==> config.mk <==
export PLATFORM = sky130hd
export DESIGN_NAME = pcgd_lane
export DESIGN_NICKNAME = d
export VERILOG_FILES = /design/src/hw/rtl/pcgd_pkg.sv /design/src/hw/rtl/pcgd_lane.sv
export SDC_FILE = /design/constraint.sdc
export NUM_CORES = 2
export LEC_CHECK = 0
export BUFFER_PORTS_ARGS = -buffer_cell sky130_fd_sc_hd__buf_2
export CORE_ASPECT_RATIO = 0.8
export CORE_MARGIN = 2
export CORE_UTILIZATION = 55
export CTS_CLUSTER_DIAMETER = 50
export DETAILED_ROUTE_END_ITERATION = 6
export GPL_TIMING_DRIVEN = 0
export PLACE_DENSITY = 0.71
export SLEW_MARGIN = 25
export SYNTH_ARGS = -nofsm -noshare
export SYNTH_HDL_FRONTEND = slang
export SYNTH_SLANG_ARGS = --single-unit
==> constraint.sdc <==
create_clock -name clk_i -period 15.7 [get_ports clk_i]
set_input_delay 0 -clock clk_i [delete_from_list [all_inputs] [get_ports clk_i]]
set_output_delay 0 -clock clk_i [all_outputs]
set_load 0.005 [all_outputs]
==> src/hw/rtl/pcgd_pkg.sv <==
// Package for the pixel colour gain distortion core.
// Holds the register index codes, per-lane gain struct and the quarter sine table.
// No dependencies.
`default_nettype none

package pcgd_pkg;

  localparam int Channels = 3;
  localparam int GainW    = 16;
  localparam int SizeW    = 13;
  localparam int CfgW     = 48;
  localparam int CfgIdxW  = 3;
  localparam int FracBits = 27;
  localparam int QsW      = 15;
  localparam int QsEntries = 65;

  localparam logic [CfgIdxW-1:0] CfgFrameWidth  = 3'd0;
  localparam logic [CfgIdxW-1:0] CfgFrameHeight = 3'd1;
  localparam logic [CfgIdxW-1:0] CfgOffsetGains = 3'd2;
  localparam logic [CfgIdxW-1:0] CfgSineGains   = 3'd3;
  localparam logic [CfgIdxW-1:0] CfgColumnGains = 3'd4;
  localparam logic [CfgIdxW-1:0] CfgRowGains    = 3'd5;

  localparam logic [SizeW-1:0] SizeReset = 13'd512;

  localparam longint unsigned PiQ30 = 64'd3373259426;

  // exact floor division of a Taylor term by (2n)(2n+1), entry 0 for n = 1
  localparam int RecipShift = 44;
  localparam logic [9:0][63:0] TaylorRecip = {
    ((64'd1 << RecipShift) + 64'd419) / 64'd420,
    ((64'd1 << RecipShift) + 64'd341) / 64'd342,
    ((64'd1 << RecipShift) + 64'd271) / 64'd272,
    ((64'd1 << RecipShift) + 64'd209) / 64'd210,
    ((64'd1 << RecipShift) + 64'd155) / 64'd156,
    ((64'd1 << RecipShift) + 64'd109) / 64'd110,
    ((64'd1 << RecipShift) + 64'd71) / 64'd72,
    ((64'd1 << RecipShift) + 64'd41) / 64'd42,
    ((64'd1 << RecipShift) + 64'd19) / 64'd20,
    ((64'd1 << RecipShift) + 64'd5) / 64'd6
  };

  typedef struct packed {
    logic signed [GainW-1:0] offset_gain;
    logic signed [GainW-1:0] sine_gain;
    logic signed [GainW-1:0] column_gain;
    logic signed [GainW-1:0] row_gain;
  } lane_cfg_t;

  // Q14 quarter wave, Taylor series in Q30 rounded to Q14
  function automatic logic [QsEntries*QsW-1:0] build_quarter_sine();
    logic [QsEntries*QsW-1:0] tbl;
    longint unsigned x;
    longint unsigned term;
    longint signed sum;
    logic [127:0] wide;
    tbl = '0;
    for (int k = 0; k < QsEntries; k++) begin
      x = (PiQ30 * longint'(k)) >> 7;
      term = x;
      sum = longint'(x);
      for (int n = 1; n <= 10; n++) begin
        term = (term * x) >> 30;
        term = (term * x) >> 30;
        wide = 128'(term) * 128'(TaylorRecip[n-1]);
        term = 64'(wide >> RecipShift);
        if ((n & 1) == 1) begin
          sum = sum - longint'(term);
        end else begin
          sum = sum + longint'(term);
        end
      end
      if (sum < 0) begin
        sum = 0;
      end
      tbl[k*QsW +: QsW] = QsW'((longint'(sum) + 32768) >>> 16);
    end
    return tbl;
  endfunction

  localparam logic [QsEntries*QsW-1:0] QuarterSine = build_quarter_sine();

  function automatic logic signed [15:0] sine_q14(logic signed [7:0] c);
    logic [7:0] mag;
    logic [6:0] k;
    logic [QsW-1:0] v;
    mag = c[7] ? 8'(-c) : 8'(c);
    k = (mag <= 8'd64) ? mag[6:0] : 7'(8'd128 - mag);
    v = QuarterSine[int'(k)*QsW +: QsW];
    return c[7] ? -$signed({1'b0, v}) : $signed({1'b0, v});
  endfunction

endpackage

`default_nettype wire

==> src/hw/rtl/pcgd_lane.sv <==
// One channel lane: sine lookup, gain factor, product, truncation and clamp.
// Four register stages under a common advance; uses pcgd_pkg.
`default_nettype none

module pcgd_lane #(
  parameter int DX_W = 14
) (
  input  wire logic                     clk_i,
  input  wire logic                     adv_i,
  input  wire logic [7:0]               chan_i,
  input  wire pcgd_pkg::lane_cfg_t      cfg_i,
  input  wire logic signed [DX_W-1:0]   dx_i,
  input  wire logic signed [DX_W-1:0]   dy_i,
  output logic [7:0]                    chan_o
);

  localparam int PSineW = 2 * pcgd_pkg::GainW;
  localparam int PPosW  = pcgd_pkg::GainW + DX_W;
  localparam int FW     = ((PPosW + 6 > PSineW) ? PPosW + 6 : PSineW) + 3;
  localparam int PW     = FW + 8;
  localparam int QW     = PW - pcgd_pkg::FracBits;

  logic signed [7:0]        c1_q, c2_q, c3_q;
  logic signed [15:0]       s1_q;
  logic signed [PSineW-1:0] p_sine_q;
  logic signed [PPosW-1:0]  p_col_q, p_row_q;
  logic signed [FW-1:0]     f3_q, f3_d;
  logic signed [PW-1:0]     prod_q;
  logic signed [QW-1:0]     q_floor, q_trunc;
  logic [7:0]               byte_sat;

  always_comb begin
    f3_d = (FW'(1) <<< pcgd_pkg::FracBits)
         + (FW'(cfg_i.offset_gain) <<< 14)
         + FW'(p_sine_q)
         + (FW'(p_col_q) <<< 6)
         + (FW'(p_row_q) <<< 6);
  end

  always_ff @(posedge clk_i) begin
    if (adv_i) begin
      c1_q     <= $signed(chan_i ^ 8'h80);
      s1_q     <= pcgd_pkg::sine_q14($signed(chan_i ^ 8'h80));
      c2_q     <= c1_q;
      p_sine_q <= PSineW'(cfg_i.sine_gain) * PSineW'(s1_q);
      p_col_q  <= PPosW'(cfg_i.column_gain) * PPosW'(dx_i);
      p_row_q  <= PPosW'(cfg_i.row_gain) * PPosW'(dy_i);
      c3_q     <= c2_q;
      f3_q     <= f3_d;
      prod_q   <= PW'(c3_q) * PW'(f3_q);
    end
  end

  // truncate toward zero, then saturate
  always_comb begin
    q_floor = prod_q[PW-1:pcgd_pkg::FracBits];
    q_trunc = q_floor;
    if (prod_q[PW-1] && (|prod_q[pcgd_pkg::FracBits-1:0])) begin
      q_trunc = q_floor + QW'(1);
    end
    if (q_trunc > $signed(QW'(127))) begin
      byte_sat = 8'd127;
    end else if (q_trunc < $signed(-QW'(128))) begin
      byte_sat = 8'h80;
    end else begin
      byte_sat = q_trunc[7:0];
    end
  end

  assign chan_o = byte_sat ^ 8'h80;

endmodule

`default_nettype wire

==> key figures <==
Final layout
  • Synth-to-Final Area Change: 6.61%
  • Layout cells sized above 1: 4.09%
  • Commonest non-fill, non-tap cells in the layout: inv_1, fa_1, and2_1
  • Flip-flop and latch area: 0.00649 mm²
  • Most common cell after layout, fill and taps aside: inv_1
  • Fillers: 7575
  • Final instance area: 0.0519 mm²
  • Multi-input gate area: 0.0373 mm²
  • Nets: 6670

Synthesis
  • Yosys reg bits: 216
  • Syn Nets: 6516
  • Number of enable flip-flop cells after synthesis: 216
  • Main synth FF type: edfxtp_1
  • Synth Area in Adders: 50.7%
  • Post-synthesis mux area share: 0.116%
  • Yosys Warn Count: 0
  • Yosys cell types: 96
  • Synth Cell Area: 0.0487 mm²
  • Asr flop ratio synth: 0%
  • Synth Area in Simple Gates: 15.2%
  • Seq/Total Area, Yosys: 13.3%
  • Syn Area/Cell: 9.67 µm²
  • Synth Area in XOR/XNOR: 3.67%
  • Compound-cell area share of the yosys netlist: 6.89%
  • Main combinational cell family by area after synthesis: adder cells
  • Syn Inst Count: 5034

Worst setup path
  • Setup CP Type: reg2reg
  • Req. time, crit path: 15980 ps
  • Worst setup path start: s1_q[7]
  • Critical path peak fanout: 10
  • Critical Path Start Type: register
  • Worst EP arrival: 8500 ps
  • Register-to-register setup slack: 7480 ps
  • R2r startpoint: s1_q[7]
  • RR Endpoint: p_sine_q[30]
  • Path depth of the worst reg2reg path: 26
  • CP Capture Type: register

Drt
  • Antenna Nets Post-Route: 0
  • Vias per std cell: 5.46
  • Final WL: 121000 µm
  • Wirelength per Cell: 19.0 µm
  • Drt pass-1 iters: 5
  • DR iter-0 viols: 2378
  • Via count: 35000
  • DRC Markers: 0

Global route
  • Tot GR Track Use: 27.8%
  • Largest net degree at the start of global routing: 94
  • GRT overflow: 0
  • Antenna violations before repair: 7
  • Global-route wire length before repair: 198000 µm
  • Number of global-route vias before repair: 37200

Floorplan
  • Core ar.: 0.0876 mm²
  • Num ports: 110
  • # rows: 97
  • Die area: 0.0909 mm²
  • Starting Density: 55.5%
  • Vert. Die Dim: 270 µm
  • Die X: 337 µm

Timing
  • Slew Limit Fails: 0
  • WHS: 81.4 ps
  • Max-slew headroom: 32.1%
  • Final hold vios: 0
  • Final worst path period need: 8220 ps
  • Slew @ Worst Pin: 1010 ps
  • Fin Setup TNS: 0 ps
  • Setup violations, final: 0
  • Final period utilization: 52.4%
  • RSZ-0062 raised after global routing: false
  • Skew final: 15.4 ps
  • FMAX: 122 MHz

Clock network
  • Sink Count: 216
  • Clk pin slew, worst setup/hold paths: 70 ps
  • Clock buffer depth: 3
  • CTS Buf Count: 28
  • Clk Latency, worst-skew pair: 570 ps
  • Post-CTS Resized: 0
  • CTS tree: built
  • Post-CTS Setup Bufs: 0
  • H-tree levels: 1
  • CTS Root Buffer Type: clkbuf_16

Placement
  • Final HPWL DP: 102000 µm
  • Post-DP Area: 0.0508 mm²
  • Global placer's final weighted congestion: 0.938
  • # port buffers: 108

Min path
  • Hold EP: c1_q[7]
  • Hold Path Depth: 3
  • Worst hold path type: in2reg
  • Worst hold start: chan_i[7]

Outcome
  • Status: finished clean

Run
  • Max-Cap Viols: 0
==> flip-flops by register name, indices dropped and copies added, names as in the netlist <==
register / flops
p_col_q: 30
prod_q: 46
c1_q: 8
c3_q: 8
f3_q: 38
c2_q: 8
p_sine_q: 32
s1_q: 16
p_row_q: 30
==> critical path, cell delays in order, from the launching register on <==
cell	delay (ps)
edfxtp_1	600
clkbuf_1	490
nand2_1	160
fa_1	560
inv_1	50
fa_1	500
inv_1	60
fa_1	530
inv_1	60
fa_1	540
fa_1	520
inv_1	50
fa_1	470
inv_1	40
ha_1	350
nand3_1	140
nor2_1	210
nand2_1	80
o211ai_1	90
a31oi_1	110
a21oi_1	350
a41oi_1	210
a2111oi_0	580
o21a_1	200
o21ai_0	100
a211oi_1	280
xor2_1	590
==> logic make-up (layout without fill, tap and decap cells) <==
| logic type | after synthesis | count (layout) |
|---|---|---|
| compound gates | 511 | 511 |
| xor+xnor | 203 | 203 |
| fa+ha+maj | 1380 | 1380 |
| buf+inv | 1292 | 1467 |
| flops | 216 | 216 |
| mux | 5 | 5 |
| other cells | 0 | 2 |
| simple gates | 1427 | 1427 |
==> layer usage <==
metal / part of all wire (%) / up-vias / track usage (%) / wire, µm
li1: - / 15800 / - / -
met1: 43 / 17600 / 40.0 / 52500
met2: 45 / 1286 / 42.8 / 55000
met3: 8.3 / 247 / 5.85 / 10100
met4: 3.1 / 14 / 7.86 / 3740
met5: 0.065 / - / 0 / 79
==> through the flow <==
step,instances,utilization (%),setup slack (ps)
CTS,6397,59.2,7550
detailed placement,6332,57.9,7630
global placement,6330,57.9,7590
global route,6397,59.2,7110
finish,6399,59.2,7480
floorplan,5034,-,9200
==> how the worst max path moves through the flow <==
| stage | slack [ps] | depth (start not counted) | to |
|---|---|---|---|
| 4_1_cts | 7550 | 26 | p_sine_q[30] |
| 3_5_place_dp | 7630 | 26 | p_sine_q[30] |
| 3_3_place_gp | 7590 | 26 | p_sine_q[30] |
| 2_1_floorplan | 9200 | 21 | p_sine_q[31] |
| 5_1_grt | 7110 | 26 | p_sine_q[30] |
| 6_report | 7480 | 26 | p_sine_q[30] |
==> synthesized netlist by cell type, types with 5 or more instances <==
cell       count  area (µm²)
nand2_1      455        1710
a21o_1        52         390
and2_1       564        3530
nand4_1       17         106
o21ai_1        6        30.0
or3_1          9        56.3
o21ai_0       87         435
o22ai_1       11        68.8
a211oi_1      20         150
edfxtp_1     216        6490
nand3b_1       5        37.5
a2111oi_0      7        61.3
a31oi_1       26         163
o21a_1        23         173
o21bai_1      18         135
o31ai_1       15         113
nor2b_1       18         113
buf_2         10        50.1
nor4_1        14        87.6
nor2_1       151         567
nand2b_1      58         363
nor3_1        38         190
clkbuf_1     144         541
a21boi_0       6        45.0
xor2_1        43         377
inv_1       1127        4230
o2111ai_1      5        43.8
or2_2         12        75.1
a41oi_1       10        87.6
fa_1         989       19800
xnor2_1      159        1390
and3_1         7        43.8
o211ai_1      16         120
a21oi_1      149         746
ha_1         391        4890
a211o_1        6        52.6
nand3_1       50         250
==> repair_timing <==
action,CTS,global route
endpoints found under the hold margin,68,0
hold buffers,14,0
endpoints found under the setup margin,0,0
==> area by class of cell <==
| type | instances | share of cell area (%) |
|---|---|---|
| multi-input cells | 3526 | 71.9 |
| flip-flops and latches | 216 | 12.5 |
| inverters | 1129 | 8.17 |
| well taps | 1188 | 2.86 |
| repair buffers | 124 | 1.44 |
| clock buffers | 33 | 1.43 |
| plain buffers | 163 | 1.27 |
| clock inverters | 18 | 0.463 |
| diodes | 2 | 0.00964 |
Power is left out: the tool's default activity adds up to more than one toggle a clock period on the data nets, which glitch-free logic cannot reach.
