**src/hw/rtl/pcgd_pkg.sv**
```systemverilog
// Package for the pixel colour gain distortion core.
// Holds the register index codes, per-lane gain struct and the quarter sine table.
// No dependencies.
`default_nettype none

package pcgd_pkg;

  localparam int Channels = 3;
  localparam int GainW    = 16;
  localparam int SizeW    = 13;
  localparam int CfgW     = 48;
  localparam int CfgIdxW  = 3;
  localparam int FracBits = 27;
  localparam int QsW      = 15;
  localparam int QsEntries = 65;

  localparam logic [CfgIdxW-1:0] CfgFrameWidth  = 3'd0;
  localparam logic [CfgIdxW-1:0] CfgFrameHeight = 3'd1;
  localparam logic [CfgIdxW-1:0] CfgOffsetGains = 3'd2;
  localparam logic [CfgIdxW-1:0] CfgSineGains   = 3'd3;
  localparam logic [CfgIdxW-1:0] CfgColumnGains = 3'd4;
  localparam logic [CfgIdxW-1:0] CfgRowGains    = 3'd5;

  localparam logic [SizeW-1:0] SizeReset = 13'd512;

  localparam longint unsigned PiQ30 = 64'd3373259426;

  // exact floor division of a Taylor term by (2n)(2n+1), entry 0 for n = 1
  localparam int RecipShift = 44;
  localparam logic [9:0][63:0] TaylorRecip = {
    ((64'd1 << RecipShift) + 64'd419) / 64'd420,
    ((64'd1 << RecipShift) + 64'd341) / 64'd342,
    ((64'd1 << RecipShift) + 64'd271) / 64'd272,
    ((64'd1 << RecipShift) + 64'd209) / 64'd210,
    ((64'd1 << RecipShift) + 64'd155) / 64'd156,
    ((64'd1 << RecipShift) + 64'd109) / 64'd110,
    ((64'd1 << RecipShift) + 64'd71) / 64'd72,
    ((64'd1 << RecipShift) + 64'd41) / 64'd42,
    ((64'd1 << RecipShift) + 64'd19) / 64'd20,
    ((64'd1 << RecipShift) + 64'd5) / 64'd6
  };

  typedef struct packed {
    logic signed [GainW-1:0] offset_gain;
    logic signed [GainW-1:0] sine_gain;
    logic signed [GainW-1:0] column_gain;
    logic signed [GainW-1:0] row_gain;
  } lane_cfg_t;

  // Q14 quarter wave, Taylor series in Q30 rounded to Q14
  function automatic logic [QsEntries*QsW-1:0] build_quarter_sine();
    logic [QsEntries*QsW-1:0] tbl;
    longint unsigned x;
    longint unsigned term;
    longint signed sum;
    logic [127:0] wide;
    tbl = '0;
    for (int k = 0; k < QsEntries; k++) begin
      x = (PiQ30 * longint'(k)) >> 7;
      term = x;
      sum = longint'(x);
      for (int n = 1; n <= 10; n++) begin
        term = (term * x) >> 30;
        term = (term * x) >> 30;
        wide = 128'(term) * 128'(TaylorRecip[n-1]);
        term = 64'(wide >> RecipShift);
        if ((n & 1) == 1) begin
          sum = sum - longint'(term);
        end else begin
          sum = sum + longint'(term);
        end
      end
      if (sum < 0) begin
        sum = 0;
      end
      tbl[k*QsW +: QsW] = QsW'((longint'(sum) + 32768) >>> 16);
    end
    return tbl;
  endfunction

  localparam logic [QsEntries*QsW-1:0] QuarterSine = build_quarter_sine();

  function automatic logic signed [15:0] sine_q14(logic signed [7:0] c);
    logic [7:0] mag;
    logic [6:0] k;
    logic [QsW-1:0] v;
    mag = c[7] ? 8'(-c) : 8'(c);
    k = (mag <= 8'd64) ? mag[6:0] : 7'(8'd128 - mag);
    v = QuarterSine[int'(k)*QsW +: QsW];
    return c[7] ? -$signed({1'b0, v}) : $signed({1'b0, v});
  endfunction

endpackage

`default_nettype wire

```
**src/hw/rtl/pcgd_coord.sv**
```systemverilog
// Column and row position tracking for the distortion core.
// Produces the doubled centre offsets 2x-W and 2y-H; uses pcgd_pkg.
`default_nettype none

module pcgd_coord #(
  parameter int COORD_BITS = 12,
  parameter int DX_W       = 14
) (
  input  wire logic                          clk_i,
  input  wire logic                          rst_ni,
  input  wire logic                          adv_i,
  input  wire logic                          accept_i,
  input  wire logic                          frame_start_i,
  input  wire logic [pcgd_pkg::SizeW-1:0]    width_i,
  input  wire logic [pcgd_pkg::SizeW-1:0]    height_i,
  output logic signed [DX_W-1:0]             dx_o,
  output logic signed [DX_W-1:0]             dy_o
);

  localparam int CmpW = (COORD_BITS + 1 > pcgd_pkg::SizeW) ? COORD_BITS + 1 : pcgd_pkg::SizeW;

  logic [COORD_BITS-1:0] col_q, col_d, row_q, row_d;
  logic [COORD_BITS-1:0] col_eff, row_eff;
  logic [COORD_BITS:0]   col_next, row_next;
  logic                  col_wrap, row_wrap;
  logic signed [DX_W-1:0] dx_q, dx_d, dy_q, dy_d;

  assign col_eff = frame_start_i ? '0 : col_q;
  assign row_eff = frame_start_i ? '0 : row_q;

  assign col_next = {1'b0, col_eff} + (COORD_BITS+1)'(1);
  assign row_next = {1'b0, row_eff} + (COORD_BITS+1)'(1);
  assign col_wrap = col_next[COORD_BITS] || (CmpW'(col_next) >= CmpW'(width_i));
  assign row_wrap = row_next[COORD_BITS] || (CmpW'(row_next) >= CmpW'(height_i));

  always_comb begin
    col_d = col_wrap ? '0 : col_next[COORD_BITS-1:0];
    row_d = row_eff;
    if (col_wrap) begin
      row_d = row_wrap ? '0 : row_next[COORD_BITS-1:0];
    end
  end

  assign dx_d = $signed(DX_W'({col_eff, 1'b0})) - $signed(DX_W'(width_i));
  assign dy_d = $signed(DX_W'({row_eff, 1'b0})) - $signed(DX_W'(height_i));

  always_ff @(posedge clk_i or negedge rst_ni) begin
    if (!rst_ni) begin
      col_q <= '0;
      row_q <= '0;
    end else if (accept_i) begin
      col_q <= col_d;
      row_q <= row_d;
    end
  end

  always_ff @(posedge clk_i) begin
    if (adv_i) begin
      dx_q <= dx_d;
      dy_q <= dy_d;
    end
  end

  assign dx_o = dx_q;
  assign dy_o = dy_q;

endmodule

`default_nettype wire

```
**config.mk**
```make
export PLATFORM = sky130hd
export DESIGN_NAME = pcgd_coord
export DESIGN_NICKNAME = d
export VERILOG_FILES = /design/src/hw/rtl/pcgd_pkg.sv /design/src/hw/rtl/pcgd_coord.sv
export SDC_FILE = /design/constraint.sdc
export NUM_CORES = 1
export LEC_CHECK = 0
export BUFFER_PORTS_ARGS = -buffer_cell sky130_fd_sc_hd__buf_2
export CAP_MARGIN = 20
export CORE_ASPECT_RATIO = 1.2
export CORE_MARGIN = 2
export CORE_UTILIZATION = 51
export CTS_BUF_LIST = sky130_fd_sc_hd__clkbuf_16
export DETAILED_ROUTE_END_ITERATION = 10
export GPL_TIMING_DRIVEN = 1
export PLACE_DENSITY = 0.8
export SLEW_MARGIN = 20
export SYNTH_ARGS = -nofsm -noshare
export SYNTH_HDL_FRONTEND = slang
export SYNTH_SLANG_ARGS = --single-unit
export TNS_END_PERCENT = 30
```
**constraint.sdc**
```tcl
create_clock -name clk_i -period 3.45 [get_ports clk_i]
set_input_delay 0.5175 -clock clk_i [delete_from_list [all_inputs] [get_ports clk_i]]
set_output_delay 0.5175 -clock clk_i [all_outputs]
set_load 0.01 [all_outputs]
```
==> out/metrics.csv, run 1 <==
stage,metric,value,unit
worst_setup_path,crit_chain,buf_2 -> buf_4 -> nor2_4 -> ha_4 -> nand4_1 -> or2_4 -> o21ai_0 -> ha_1 -> a21o_1 -> a21o_1 -> a21oi_1 -> nor2_1 -> nor2_2 -> nand3_1 -> o32ai_1,
clock_tree,clkTransAtPathRegs,0.08,ns
placement,placedInstanceArea,4690,um^2
global_routing,globalRoute.totalOverflow,0,
finish,commonest_cells_after_routing_fill_and_taps_aside,"sky130_fd_sc_hd__buf_2 (58), sky130_fd_sc_hd__inv_1 (49), sky130_fd_sc_hd__ha_1 (49)",
placement,portBuffers,58,
floorplan,num_io_pins,59,
sta,relSlewSlack,56.0,%
worst_setup_path,critPathCaptureType,flip-flop,
yosys,synthDistinctLibCells,54,
clock_tree,cts_inserted_buffers,5,
sta,max_freq,311,MHz
finish,seq_area,1440,um^2
placement,place_ws,-0.0360,ns
global_routing,number_of_global_route_vias_before_repair,3752,
hold_path,min-delay-path-class,input port to async pin,
global_routing,grt_start_max_net_pins,29,
power_and_ir_drop,static-leakage-power,2.29,nW
clock_tree,clock_tree.buffer_depth,2,
yosys,post_synth_edffs,28,
yosys,ys_seq_elements,52,
finish,final_layout_size_suffix_gt1_share,17.6,%
run,cap_viol_max_count,0,
global_routing,grt_first_pass_wirelength,16.3,mm
worst_setup_path,critical_path_top_delay_cell,sky130_fd_sc_hd__ha_1,
worst_setup_path,worstPathMaxFanout,9,
floorplan,dieWidth,86.7,um
routing,route.detailed.drc,0,
yosys,yosysWarningCount,0,
worst_setup_path,combined_buffer_and_inverter_count_along_the_critical_path,2,
routing,first_pass_iters,4,
sta,final_max_slew_viol_count,0,
worst_setup_path,worst-setup-path-type,input port to flip-flop,
routing,detail_route.iter0.violations,164,
yosys,synth_area,4190,um^2
yosys,async_flop_share,46.2,%
sta,final.min_clock_period,3.22,ns
finish,layout.cells.non_filler,622,
finish,flow.area_growth_from_synthesis,15.6,%
floorplan,die_height,103,um
placement,place.detailed.hpwl,7.36,mm
floorplan,core_region_area,8060,um^2
status,status,finished clean,
worst_setup_path,critical_path_required,3.64,ns
worst_setup_path,start_kind,input port,
clock_tree,ctsHoldBuffers,0,
finish,n_antenna_cell,0,
clock_tree,clock_latency,0.29,ns
sta,fin_worst_hold_slack,0.208,ns
global_routing,grt_usage,22.4,%
yosys,syn_avg_cell_area,9.15,um^2
floorplan,num_rows,36,
clock_tree,root_driver,sky130_fd_sc_hd__clkbuf_16,
clock_tree,max_h_tree_level,2,
finish,num-nets-final,610,
worst_setup_path,critPathMostFrequentCell,sky130_fd_sc_hd__a21o_1,
yosys,post_synthesis_net_count,542,
clock_tree,clkSinkCount,52,
routing,wl_per_cell,15.6,um
yosys,synth_top_flop_cell,sky130_fd_sc_hd__edfxtp_1,
sta,finalCritPeriodShare,93.2,%
yosys,netlist_instances,458,
power_and_ir_drop,vdd_ir_drop_max,175,uV
sta,postLayoutSetupSlackWorst,0.235,ns
routing,detailroute.via_count,3673,
sta,tns,0,ns
worst_setup_path,crit_arrival,3.41,ns
clock_tree,cts_tree,built,
placement,number_of_cells_after_detailed_placement,613,
yosys,ys_seq_area_share,34.4,%
global_routing,antenna_violations_before_repair,0,
routing,ant_nets,0,
finish,utilization_after_layout,60.1,%
finish,fin_area,4840,um^2
power_and_ir_drop,power_density_normalized_to_cell_area,299,nW/um^2
placement,gpl.final_weighted_congestion,0.846,
floorplan,fp.dieArea,8960,um^2
worst_setup_path,timing.critical_path.slowest_cell_delay,0.31,ns
sta,worst_pin_slew,0.661,ns
finish,multiInputGateArea,2560,um^2
power_and_ir_drop,power_consumption,1.45,mW
sta,hold_viol_final,0,
finish,layout.cells.most_common,sky130_fd_sc_hd__buf_2,
sta,final.setup_skew,0.00859,ns
routing,wl,9.69,mm
routing,post_drt_via_cell_ratio,5.91,
floorplan,floorplan.initialDensity,52.0,%
sta,setup_viol,0,
finish,fillers,701,
worst_setup_path,worst_path_dominant_cell_family,compound AO/OA/AOI/OAI gates,
[cell type report]
cell class	count	area share (%)
sequential	52	29.8
timing repair buffer	72	8.17
multi-input combinational	346	52.9
inverter	49	3.85
clock buffer	5	2.58
tap	95	2.45
clock inverter	3	0.233
[where the power goes]
part	internal, mW	switching (mW)	total [mW]
sequential	0.694	0.0114	0.706
combinational	0.105	0.145	0.250
clock	0.263	0.230	0.493
[metal layers]
metal | track usage (%) | wire, um | up-vias
met5 | 0 | 0 | -
met4 | 9.50 | 157 | 0
met3 | 3.10 | 386 | 21
met2 | 43.0 | 5090 | 121
met1 | 24.4 | 4050 | 1725
li1 | - | - | 1806
[worst register-to-register path, stage by stage, from the launching register on]
cell and delay (ns):
sky130_fd_sc_hd__dfrtp_1 0.39, sky130_fd_sc_hd__inv_1 0.10, sky130_fd_sc_hd__nor2_4 0.19, sky130_fd_sc_hd__ha_4 0.20, sky130_fd_sc_hd__nand4_1 0.14, sky130_fd_sc_hd__or2_4 0.30
sky130_fd_sc_hd__o21ai_0 0.26, sky130_fd_sc_hd__ha_1 0.31, sky130_fd_sc_hd__a21o_1 0.17, sky130_fd_sc_hd__a21o_1 0.17, sky130_fd_sc_hd__a21oi_1 0.16, sky130_fd_sc_hd__nor2_1 0.10
sky130_fd_sc_hd__nor2_2 0.13, sky130_fd_sc_hd__nand3_1 0.20, sky130_fd_sc_hd__o32ai_1 0.29
[cell families (layout without fill, tap and decap cells)]
logic type | after synthesis | in the layout | share of synthesized area, %
AOI/OAI and AO/OA | 103 | 103 | 16.5
xor gates and xnor gates | 36 | 36 | 7.53
adders and majority gates | 54 | 54 | 16.4
buffers and inverters | 60 | 129 | 5.68
DFF | 52 | 52 | 34.4
muxes | 1 | 1 | 0.239
and+or+nand+nor | 152 | 152 | 19.2
[registers in the layout (all words and copies together) (netlist names)]
signal and cells:
dx_o 14, dy_o 14, col_q 12, row_q 12
[path summary, 6_finish.rpt]
kind,start,endpoint,slack [ns],cells past startpoint
min reg2reg,col_q[11],col_q[11],0.49,1
min in group clk_i,height_i[0],dy_o[0],0.46,1
min,rst_ni,col_q[6],0.21,1
max in group asynchronous,rst_ni,col_q[11],2.88,1
max reg2reg,row_q[0],row_q[3],0.25,14
max,frame_start_i,row_q[3],0.23,15
[repair_timing]
item / CTS / global route
buffers inserted: 0 / 1
resized for setup: 0 / 3
endpoints found under the hold margin: 0 / 0
setup endpoints to repair: 0 / 11
[cells in the mapped netlist (all sizes together), types with 2 or more instances]
cell     count  area (um^2)
a21o        10         75.1
or2          2         12.5
a21oi       23          115
o31ai        4         30.0
buf          3         21.3
a211oi       5         37.5
o21a         4         30.0
o21bai       2         15.0
nor3        10         50.1
xnor2       24          210
nand3       10         50.1
nor2b       23          144
ha          51          638
a31oi        5         31.3
inv         49          186
fa           2         40.0
nor4         6         52.6
nor2        35          134
nand4       19          119
edfxtp      28          841
or3          2         12.5
o21ai       19         95.1
nand2       27          101
o211ai       2         15.0
xor2        12          105
o2bb2ai     11         96.3
and3         7         43.8
dfrtp       24          601
a21boi       3         22.5
clkbuf       8         30.0
o22ai        3         18.8
o311ai       2         17.5
or4          2         15.0
nand2b       5         38.8
o31a         2         17.5
(Power assumes the default switching activity.)
==> run 2: changes to the inputs <==
- RECOVER_POWER: default -> 100
==> out/metrics.csv, run 2 (synthesis gave the netlist of run 1 again) <==
stage,metric,value,unit
routing,post_drt_via_cell_ratio,5.89,
finish,n_antenna_cell,0,
routing,wl_per_cell,15.5,um
finish,utilization_after_layout,59.4,%
sta,final.min_clock_period,3.21,ns
finish,num-nets-final,610,
worst_setup_path,worstPathMaxFanout,9,
worst_setup_path,worst-setup-path-type,input port to flip-flop,
routing,wl,9.66,mm
clock_tree,clkSinkCount,52,
finish,seq_area,1440,um^2
status,status,finished with violations,
worst_setup_path,crit_arrival,3.40,ns
clock_tree,clock_tree.buffer_depth,2,
sta,final_max_slew_viol_count,29,
sta,finalCritPeriodShare,93.2,%
clock_tree,cts_inserted_buffers,5,
placement,placedInstanceArea,4690,um^2
sta,postLayoutSetupSlackWorst,0.235,ns
sta,max_freq,311,MHz
placement,place_ws,-0.0360,ns
sta,fin_worst_hold_slack,0.489,ns
finish,commonest_cells_after_routing_fill_and_taps_aside,"sky130_fd_sc_hd__inv_1 (49), sky130_fd_sc_hd__ha_1 (49), sky130_fd_sc_hd__clkbuf_1 (33)",
placement,portBuffers,58,
floorplan,core_region_area,8060,um^2
power_and_ir_drop,power_density_normalized_to_cell_area,301,nW/um^2
worst_setup_path,start_kind,input port,
sta,setup_viol,0,
clock_tree,ctsHoldBuffers,0,
status,violated_checks,"max-capacitance violations, max-slew violations",
routing,route.detailed.drc,0,
clock_tree,max_h_tree_level,2,
power_and_ir_drop,static-leakage-power,2.20,nW
floorplan,fp.dieArea,8960,um^2
routing,first_pass_iters,4,
sta,tns,0,ns
finish,layout.cells.non_filler,622,
global_routing,grt_first_pass_wirelength,16.3,mm
global_routing,antenna_violations_before_repair,0,
floorplan,die_height,103,um
worst_setup_path,critPathCaptureType,flip-flop,
placement,gpl.final_weighted_congestion,0.846,
sta,final.setup_skew,0.0101,ns
finish,fillers,722,
global_routing,grt_usage,22.4,%
placement,number_of_cells_after_detailed_placement,613,
floorplan,num_rows,36,
placement,place.detailed.hpwl,7.36,mm
global_routing,globalRoute.totalOverflow,0,
sta,relSlewSlack,-5.02,%
floorplan,floorplan.initialDensity,52.0,%
sta,worst_pin_slew,1.58,ns
hold_path,min-delay-path-class,flip-flop to flip-flop,
finish,fin_area,4790,um^2
finish,flow.area_growth_from_synthesis,14.4,%
floorplan,dieWidth,86.7,um
routing,ant_nets,0,
floorplan,num_io_pins,59,
run,cap_viol_max_count,1,
worst_setup_path,critical_path_required,3.64,ns
sta,hold_viol_final,0,
clock_tree,root_driver,sky130_fd_sc_hd__clkbuf_16,
global_routing,number_of_global_route_vias_before_repair,3752,
finish,multiInputGateArea,2560,um^2
global_routing,grt_start_max_net_pins,29,
clock_tree,clkTransAtPathRegs,0.07,ns
routing,detail_route.iter0.violations,165,
power_and_ir_drop,vdd_ir_drop_max,176,uV
finish,final_layout_size_suffix_gt1_share,11.4,%
clock_tree,clock_latency,0.29,ns
clock_tree,cts_tree,built,
power_and_ir_drop,power_consumption,1.44,mW
routing,detailroute.via_count,3664,
run 2: power by group:
group	switching, mW	internal (mW)	total, mW
Clock	0.232	0.263	0.495
Combinational	0.145	0.0960	0.241
Sequential	0.0124	0.695	0.707
Total	0.389	1.05	1.44
run 2: layout make-up:
cell class,instances,share of cell area (%)
timing repair buffer,72,7.18
clock inverter,3,0.235
inverter,49,3.89
multi-input combinational,346,53.5
sequential,52,30.1
tap,95,2.48
clock buffer,5,2.61
run 2: metal layers:
metal	up-vias	global-route usage, %	part of all wire [%]
met5	-	0	0
met4	0	9.50	1.5
met3	18	3.10	4.2
met2	122	43.0	53
met1	1718	24.4	41
li1	1806	-	-
run 2: critical path, stage by stage:
cell and delay [ns]:
sky130_fd_sc_hd__buf_2 0.17, sky130_fd_sc_hd__buf_4 0.18, sky130_fd_sc_hd__nor2_4 0.13, sky130_fd_sc_hd__ha_4 0.17
sky130_fd_sc_hd__nand4_1 0.14, sky130_fd_sc_hd__or2_4 0.30, sky130_fd_sc_hd__o21ai_0 0.26, sky130_fd_sc_hd__ha_1 0.31
sky130_fd_sc_hd__a21o_1 0.17, sky130_fd_sc_hd__a21o_1 0.17, sky130_fd_sc_hd__a21oi_1 0.16, sky130_fd_sc_hd__nor2_1 0.10
sky130_fd_sc_hd__nor2_2 0.13, sky130_fd_sc_hd__nand3_1 0.20, sky130_fd_sc_hd__o32ai_1 0.29
run 2: worst paths after layout:
| check | startpoint | to | slack, ns | cells past startpoint |
|---|---|---|---|---|
| min reg2reg | col_q[11] | col_q[11] | 0.49 | 1 |
| min in group asynchronous | rst_ni | row_q[10] | 0.50 | 1 |
| max in group asynchronous | rst_ni | row_q[2] | 2.18 | 1 |
| min | col_q[11] | col_q[11] | 0.49 | 1 |
| max reg2reg | row_q[0] | row_q[3] | 0.25 | 14 |
| max | frame_start_i | row_q[3] | 0.24 | 15 |
run 2: timing repair:
action,4_1_cts,5_1_grt
endpoints found under the setup margin,0,11
resized for setup,0,3
setup buffers,0,1
